===== src/design/rlpm_pkg.sv =====
// Shared types and codes for the IPv4 longest-prefix-match route lookup.
// No dependencies.
package rlpm_pkg;

    localparam logic ACT_WRITE   = 1'b0;
    localparam logic ACT_LOOKUP  = 1'b1;
    localparam logic TBL_STATIC  = 1'b0;
    localparam logic TBL_DYNAMIC = 1'b1;

    typedef struct packed {
        logic        action;
        logic        table_select;
        logic [3:0]  entry_index;
        logic        entry_valid;
        logic [31:0] entry_prefix;
        logic [31:0] entry_mask;
        logic [31:0] entry_next_hop;
        logic [1:0]  entry_port;
        logic [31:0] lookup_addr;
    } req_t;

    typedef struct packed {
        logic        hit;
        logic        from_dynamic;
        logic [1:0]  out_port;
        logic [31:0] out_next_hop;
        logic [3:0]  out_index;
    } rsp_t;

    typedef struct packed {
        logic [31:0] prefix;
        logic [31:0] mask;
        logic [31:0] gateway;
        logic [1:0]  port;
    } entry_t;

    // table write command
    typedef struct packed {
        logic load;
        logic clear;
    } wr_cmd_t;

endpackage


===== src/design/rlpm_table.sv =====
// Route entry memory (static slots first, then dynamic) with per-slot valid bits.
// Depends on rlpm_pkg.
module rlpm_table
    import rlpm_pkg::*;
#(
    parameter int TABLE_ENTRIES = 16,
    parameter int AW = 5
)
(
    input  logic    clk,
    input  logic    rst_n,
    input  wr_cmd_t wr_cmd,
    input  logic [AW-1:0] wr_addr,
    input  entry_t  wr_data,
    input  logic    rd_en,
    input  logic [AW-1:0] rd_addr,
    output entry_t  rd_data,
    output logic    rd_valid
);

    localparam int SLOTS = 2 * TABLE_ENTRIES;

    entry_t           mem [SLOTS];
    logic [SLOTS-1:0] valid_reg;
    entry_t           rd_data_reg;
    logic             rd_valid_reg;

    always_ff @(posedge clk)
    begin
        if (wr_cmd.load)
        begin
            mem[wr_addr] <= wr_data;
        end
        if (rd_en)
        begin
            rd_data_reg <= mem[rd_addr];
        end
    end

    always_ff @(posedge clk or negedge rst_n)
    begin
        if (!rst_n)
        begin
            valid_reg    <= '0;
            rd_valid_reg <= 1'b0;
        end
        else
        begin
            if (wr_cmd.load)
            begin
                valid_reg[wr_addr] <= 1'b1;
            end
            else if (wr_cmd.clear)
            begin
                valid_reg[wr_addr] <= 1'b0;
            end
            if (rd_en)
            begin
                rd_valid_reg <= valid_reg[rd_addr];
            end
        end
    end

    assign rd_data  = rd_data_reg;
    assign rd_valid = rd_valid_reg;

endmodule


===== src/design/rlpm_ctrl.sv =====
// Command decode, table scan sequencer and best-match tracking.
// Depends on rlpm_pkg; drives rlpm_table.
module rlpm_ctrl
    import rlpm_pkg::*;
#(
    parameter int TABLE_ENTRIES = 16,
    parameter int PORT_COUNT = 4,
    parameter int AW = 5
)
(
    input  logic    clk,
    input  logic    rst_n,
    input  logic    start,
    output logic    busy,
    input  req_t    req,
    output logic    done,
    output rsp_t    rsp,
    output wr_cmd_t wr_cmd,
    output logic [AW-1:0] wr_addr,
    output entry_t  wr_data,
    output logic    rd_en,
    output logic [AW-1:0] rd_addr,
    input  entry_t  rd_data,
    input  logic    rd_valid
);

    localparam int XW = AW + 5;
    localparam logic [AW-1:0] LAST_SLOT = AW'(2 * TABLE_ENTRIES - 1);

    typedef enum logic [3:0] {
        S_IDLE = 4'b0001,
        S_SCAN = 4'b0010,
        S_LAST = 4'b0100,
        S_OUT  = 4'b1000
    } state_t;

    state_t      state_reg, state_next;
    logic [AW-1:0] cnt_reg, cnt_next;
    logic        pend_reg;
    logic [AW-1:0] slot_reg;
    logic [31:0] addr_reg;
    logic        found_reg, found_next;
    logic        best_dyn_reg;
    logic [31:0] best_mask_reg;
    logic [3:0]  best_idx_reg;
    logic [31:0] best_nhop_reg;
    logic [1:0]  best_port_reg;

    logic          accept;
    logic [XW-1:0] wr_sum;
    logic          idx_ok;
    logic          port_ok;
    logic          is_dyn;
    logic [AW-1:0] tbl_idx;
    logic [AW+3:0] tbl_idx_ext;
    logic          match;
    logic          take;

    assign busy   = !(state_reg == S_IDLE || state_reg == S_OUT);
    assign accept = start && !busy;

    // write decode
    assign wr_sum  = XW'(req.entry_index)
                   + ((req.table_select == TBL_DYNAMIC) ? XW'(TABLE_ENTRIES) : XW'(0));
    assign idx_ok  = XW'(req.entry_index) < XW'(TABLE_ENTRIES);
    assign port_ok = 5'(req.entry_port) < 5'(PORT_COUNT);
    assign wr_addr = wr_sum[AW-1:0];
    assign wr_data = '{prefix: req.entry_prefix, mask: req.entry_mask,
                       gateway: req.entry_next_hop, port: req.entry_port};

    always_comb
    begin
        wr_cmd = '0;
        if (accept && req.action == ACT_WRITE && idx_ok)
        begin
            wr_cmd.clear = !req.entry_valid;
            wr_cmd.load  = req.entry_valid && port_ok;
        end
    end

    // scan read issue
    assign rd_en   = (state_reg == S_SCAN);
    assign rd_addr = cnt_reg;

    // compare stage on returned entry
    assign is_dyn      = slot_reg >= AW'(TABLE_ENTRIES);
    assign tbl_idx     = is_dyn ? slot_reg - AW'(TABLE_ENTRIES) : slot_reg;
    assign tbl_idx_ext = {4'b0000, tbl_idx};
    assign match       = pend_reg && rd_valid
                       && ((rd_data.mask & addr_reg) == rd_data.prefix);
    assign take        = match && (!found_reg || (is_dyn && !best_dyn_reg)
                       || (best_mask_reg <= rd_data.mask));

    always_comb
    begin
        state_next = state_reg;
        cnt_next   = cnt_reg;
        found_next = found_reg || take;
        case (state_reg)
            S_IDLE, S_OUT:
            begin
                state_next = S_IDLE;
                if (accept && req.action == ACT_LOOKUP)
                begin
                    state_next = S_SCAN;
                    cnt_next   = '0;
                    found_next = 1'b0;
                end
            end
            S_SCAN:
            begin
                cnt_next = cnt_reg + AW'(1);
                if (cnt_reg == LAST_SLOT)
                begin
                    state_next = S_LAST;
                end
            end
            S_LAST:
            begin
                state_next = S_OUT;
            end
            default:
            begin
                state_next = S_IDLE;
            end
        endcase
    end

    always_ff @(posedge clk or negedge rst_n)
    begin
        if (!rst_n)
        begin
            state_reg <= S_IDLE;
            cnt_reg   <= '0;
            pend_reg  <= 1'b0;
            found_reg <= 1'b0;
        end
        else
        begin
            state_reg <= state_next;
            cnt_reg   <= cnt_next;
            pend_reg  <= rd_en;
            found_reg <= found_next;
        end
    end

    always_ff @(posedge clk)
    begin
        slot_reg <= cnt_reg;
        if (accept && req.action == ACT_LOOKUP)
        begin
            addr_reg <= req.lookup_addr;
        end
        if (take)
        begin
            best_dyn_reg  <= is_dyn;
            best_mask_reg <= rd_data.mask;
            best_idx_reg  <= tbl_idx_ext[3:0];
            best_nhop_reg <= rd_data.gateway;
            best_port_reg <= rd_data.port;
        end
    end

    assign done = (state_reg == S_OUT);

    always_comb
    begin
        rsp = '0;
        if (found_reg)
        begin
            rsp.hit          = 1'b1;
            rsp.from_dynamic = best_dyn_reg;
            rsp.out_port     = best_port_reg;
            rsp.out_next_hop = best_nhop_reg;
            rsp.out_index    = best_idx_reg;
        end
    end

endmodule


===== src/design/route_longest_prefix_lookup.sv =====
// Lookup: after accept, S_SCAN steps over all slots, then S_LAST, then S_OUT with done shown;
// S_SCAN reads both tables one slot per cycle through the single memory read port.
// A new transaction is accepted in the cycle that done is shown.
// A write completes at its accept edge; busy stays low. Results cannot be stalled.
// Reset clears all valid bits at once; entry contents are undefined until written.
module route_longest_prefix_lookup
    import rlpm_pkg::*;
#(
    parameter int TABLE_ENTRIES = 16,
    parameter int PORT_COUNT = 4
)
(
    input  logic clk,
    input  logic rst_n,
    input  logic start,
    output logic busy,
    input  req_t req,
    output logic done,
    output rsp_t rsp
);

    localparam int AW = $clog2(2 * TABLE_ENTRIES);

    wr_cmd_t       wr_cmd;
    logic [AW-1:0] wr_addr;
    entry_t        wr_data;
    logic          rd_en;
    logic [AW-1:0] rd_addr;
    entry_t        rd_data;
    logic          rd_valid;

    rlpm_ctrl #(
        .TABLE_ENTRIES (TABLE_ENTRIES),
        .PORT_COUNT    (PORT_COUNT),
        .AW            (AW)
    ) u_ctrl (
        .clk      (clk),
        .rst_n    (rst_n),
        .start    (start),
        .busy     (busy),
        .req      (req),
        .done     (done),
        .rsp      (rsp),
        .wr_cmd   (wr_cmd),
        .wr_addr  (wr_addr),
        .wr_data  (wr_data),
        .rd_en    (rd_en),
        .rd_addr  (rd_addr),
        .rd_data  (rd_data),
        .rd_valid (rd_valid)
    );

    rlpm_table #(
        .TABLE_ENTRIES (TABLE_ENTRIES),
        .AW            (AW)
    ) u_table (
        .clk      (clk),
        .rst_n    (rst_n),
        .wr_cmd   (wr_cmd),
        .wr_addr  (wr_addr),
        .wr_data  (wr_data),
        .rd_en    (rd_en),
        .rd_addr  (rd_addr),
        .rd_data  (rd_data),
        .rd_valid (rd_valid)
    );

endmodule


===== config.mk =====
export PLATFORM = sky130hd
export DESIGN_NAME = route_longest_prefix_lookup
export DESIGN_NICKNAME = d
export VERILOG_FILES = /design/src/design/rlpm_pkg.sv /design/src/design/rlpm_table.sv /design/src/design/rlpm_ctrl.sv /design/src/design/route_longest_prefix_lookup.sv
export SDC_FILE = /design/constraint.sdc
export NUM_CORES = 2
export LEC_CHECK = 0
export BUFFER_PORTS_ARGS = -buffer_cell sky130_fd_sc_hd__clkbuf_2
export CORE_MARGIN = 3
export CORE_UTILIZATION = 35
export CTS_BUF_LIST = sky130_fd_sc_hd__clkbuf_8
export CTS_CLUSTER_SIZE = 40
export DETAILED_ROUTE_END_ITERATION = 16
export HOLD_SLACK_MARGIN = 0.15
export PLACE_DENSITY_LB_ADDON = 0.3
export SKIP_CTS_REPAIR_TIMING = 1
export SLEW_MARGIN = 10
export SYNTH_ARGS = -nofsm -noshare
export SYNTH_HDL_FRONTEND = slang
export SYNTH_SLANG_ARGS = --single-unit

===== constraint.sdc =====
create_clock -name clk -period 22.5 [get_ports clk]
set_input_delay 4.5 -clock clk [delete_from_list [all_inputs] [get_ports clk]]
set_output_delay 4.5 -clock clk [all_outputs]
set_load 0.05 [all_outputs]

==> impl_summary.txt <==
----------------------------------------------------
[Outcome]
  Status ... finished clean

[Timing]
  Unrepaired setup endpoints after global routing ... false
  Share of the clock period used by the worst path after layout ... 33.0%
  Number of slew-limit violations in the final report ... 0
  Post-route setup TNS ... 0 ns
  Setup-violating endpoint count in the final report ... 0
  Transition at the pin with the smallest max-transition slack ... 1.24 ns
  Total count of hold-check failures in the final report ... 0
  Worst path setup slack after routing ... 15.06 ns
  Maximum clock frequency ... 134 MHz
  Worst slew margin relative to its limit ... 17.2%
  Worst setup skew after layout ... 0.0658 ns
  Shortest clock period the worst path allows after layout ... 7.44 ns

[Pwr]
  Standby leakage power ... 44.7 nW
  Internal power ... 0.0101 W
  Switching power share of the total ... 23.5%
  Worst-case vdd ir drop ... 58.8 uV
  Pwr/cell area ... 90.8 nW/um^2
  Clock power frac ... 36.7%
  Logic pwr share ... 10.2%
  Register share of total power ... 53.1%
  Switching power ... 0.00310 W

[Place]
  Detailed placement HPWL ... 174 mm
  Buffers added on ports ... 181
  Place WS ... 13.94 ns
  Instance count after placement with tap cells included ... 9,950
  Final GP Congestion ... 0.755

[Layout]
  Leading cell type in the layout, fill and taps excluded ... edfxtp_1
  Most used cells in the layout excluding fill and tap cells ... edfxtp_1, mux4_2, clkbuf_8, inv_1, clkbuf_2
  Max reg flops ... 3,136
  Layout cells sized above 1 ... 34.5%
  Area taken by multi-input logic gates ... 26,000 sq um
  Total Nets Final ... 5,886
  Flip-flop and latch area ... 101,000 sq um
  Number of standard cells in the final layout excluding fillers ... 10,932
  Filler Cell Count ... 31,848
  Area growth from synthesis to final layout ... 13.2%

[Detailed routing]
  Vias post-DR ... 57,718
  Total routed wirelength ... 326 mm
  Uppermost signal routing layer after detailed routing ... met5
  Routed metal-1 wirelength ... 130 mm
  Initial DRC count ... 5,698
  DRC viols ... 0
  Routed length per instance ... 29.8 microns
  Wire length on met2 ... 165 mm
  Detail Route Antenna Nets ... 0
  Met3 wirelength from detailed routing ... 21.8 mm
  First-pass iteration count of the detailed router ... 6
  Mean number of vias per cell ... 5.28

[Yosys]
  Gate Count Post-Synth ... 5,118
  Post-synthesis net count ... 5,292
  Asr flop ratio synth ... 1.30%
  Ys flop type ... edfxtp_1
  Number of different library cells in the post-synthesis netlist ... 51
  Part of the Yosys area used for sequential elements ... 79.0%
  Number of flip-flops and latches in the synthesized netlist ... 3,386
  Number of warnings reported in the yosys synthesis log ... 0
  Synth area leaders ... edfxtp_1, mux4_2, mux2_2
  Fraction of synthesized cell area taken by the top area cell type ... 78.0%
  Number of flops mapped to enable cells by yosys ... 3,337
  Cell type contributing the most total cell area after synthesis ... edfxtp_1
  Post-synthesis cell area ... 128,000 sq um
  Average cell area after synthesis ... 25.1 sq um

[Die]
  Placeable core area ... 364,000 sq um
  Die width ... 612 microns
  Initial standard-cell utilization of the core ... 35.3%
  Core Rows ... 221
  Die footprint ... 374,000 sq um
  I/O pins ... 182
  Die span in y ... 612 microns

[CTS]
  TritonCTS clock tree ... yes
  Cts bufs inserted ... 554
  Number of sinks driven by the clock tree ... 3,386
  CTS H-tree depth ... 6
  Worst-path clk slew ... 0.06 ns
  Clock Path Buffers ... 4
  Worst skew pair latency ... 1.15 ns
  Root Buffer ... clkbuf_8

[Worst setup path]
  Critical Path AT ... 8.15 ns
  Startpoint of the most critical register-to-register path ... u_ctrl.rd_addr[1]
  Kind of critical path ... in2reg
  Worst Setup End Kind ... register
  Launching element of the worst setup path ... req[136]
  Critical path peak fanout ... 32
  Required time of the worst setup path ... 23.21 ns
  Sort of element at the start of the critical path ... primary input

[Flow run]
  Max-cap viol count ... 0

[GRT]
  Overall fraction of global-route tracks in use ... 17.3%
  Number of global-route vias before repair ... 60,932
  Congestion Overflow GR ... 0
  Maximum number of pins on one net before global-route repair ... 146
  Initial antenna violation count ... 36
  Wire length of the first global-routing pass ... 464 mm

[Min path]
  Worst Hold Class ... reg2reg
  Critical hold path startpoint ... u_ctrl.slot_reg[3]

----------------------------------------------------
## cell families (layout without fill, tap and decap cells)
family | Yosys count | count (layout) | share of synthesized area [%]
AO/OA/AOI/OAI | 42 | 42 | 0.192
XOR/XNOR | 34 | 34 | 0.232
adder cells (fa/ha/maj) | 34 | 34 | 0.331
buffers and inverters | 289 | 1287 | 0.975
flip-flops | 3386 | 3386 | 79.0
multiplexers | 1116 | 1116 | 18.5
other | 0 | 22 | 0
AND/OR/NAND/NOR | 217 | 217 | 0.844
## path summary, 6_finish.rpt
check                                         end  slack, ns  depth (start not counted)
min in group asynchronous     u_ctrl.state_reg[1]       3.51                          2
max in group asynchronous       u_ctrl.rd_addr[3]      18.44                          2
setup / recovery              u_table.mem[23][36]      15.06                          8
setup reg to reg              u_table.rd_data[62]      16.47                          7
hold reg to reg            u_ctrl.best_idx_reg[3]       0.41                          0
hold / removal             u_ctrl.best_idx_reg[3]       0.41                          0
## cells in the mapped netlist, drive strengths merged (3+ instances only)
master / count
clkbuf: 145
o21ai: 17
and4: 6
ha: 34
xnor2: 28
xor2: 6
buf: 106
dfrtp: 43
nor4b: 3
nand3: 12
edfxtp: 3337
nand4: 7
mux4: 989
inv: 37
a21oi: 13
dfxtp: 5
mux2: 126
and2: 41
nor4: 6
nor3: 7
nor2: 57
or3b: 3
nand2: 61
## final cells by class
type / count / share of cell area [%]
tap: 4794 / 4.13
antenna: 22 / 0.0379
clock inverter: 391 / 1.36
multi-input combinational: 1443 / 17.9
clock buffer: 569 / 5.39
inverter: 38 / 0.108
timing repair buffer: 289 / 1.34
sequential: 3386 / 69.8
## routing by layer
layer / vias to the layer above / global-route usage (%)
met5: - / 0
met1: 31711 / 22.7
met2: 2118 / 29.2
met4: 14 / 5.08
li1: 23390 / -
met3: 485 / 3.53
## power groups by stage
stage | logic, W | clock network (W) | registers (W)
CTS | 0.00138 | 0.00499 | 0.00701
detailed placement | 0.00138 | 0 | 0.00714
global route | 0.00144 | 0.00529 | 0.00700
floorplan | 0.000973 | 0 | 0.00711
global placement | 0.00137 | 0 | 0.00714
finish | 0.00134 | 0.00485 | 0.00701
## worst max-delay path: stages
cell and delay (ns):
clkbuf_2 0.08, and3b_1 0.43, and4b_1 0.36, nand2_1 0.26, nor2_4 0.44, buf_4 0.70, buf_4 0.63, buf_4 0.59
## per-stage QoR
stage	hold slack [ns]	power, W	cell area, sq um	util [%]
finish	0.407	0.0132	145000	40.0
global route	0.417	0.0137	145000	39.9
CTS	0.405	0.0134	145000	39.9
detailed placement	0.391	0.00852	136000	37.2
global placement	0.391	0.00851	136000	37.2
floorplan	0.345	0.00809	128000	-
Note: power is estimated with default switching activity, not from simulation.
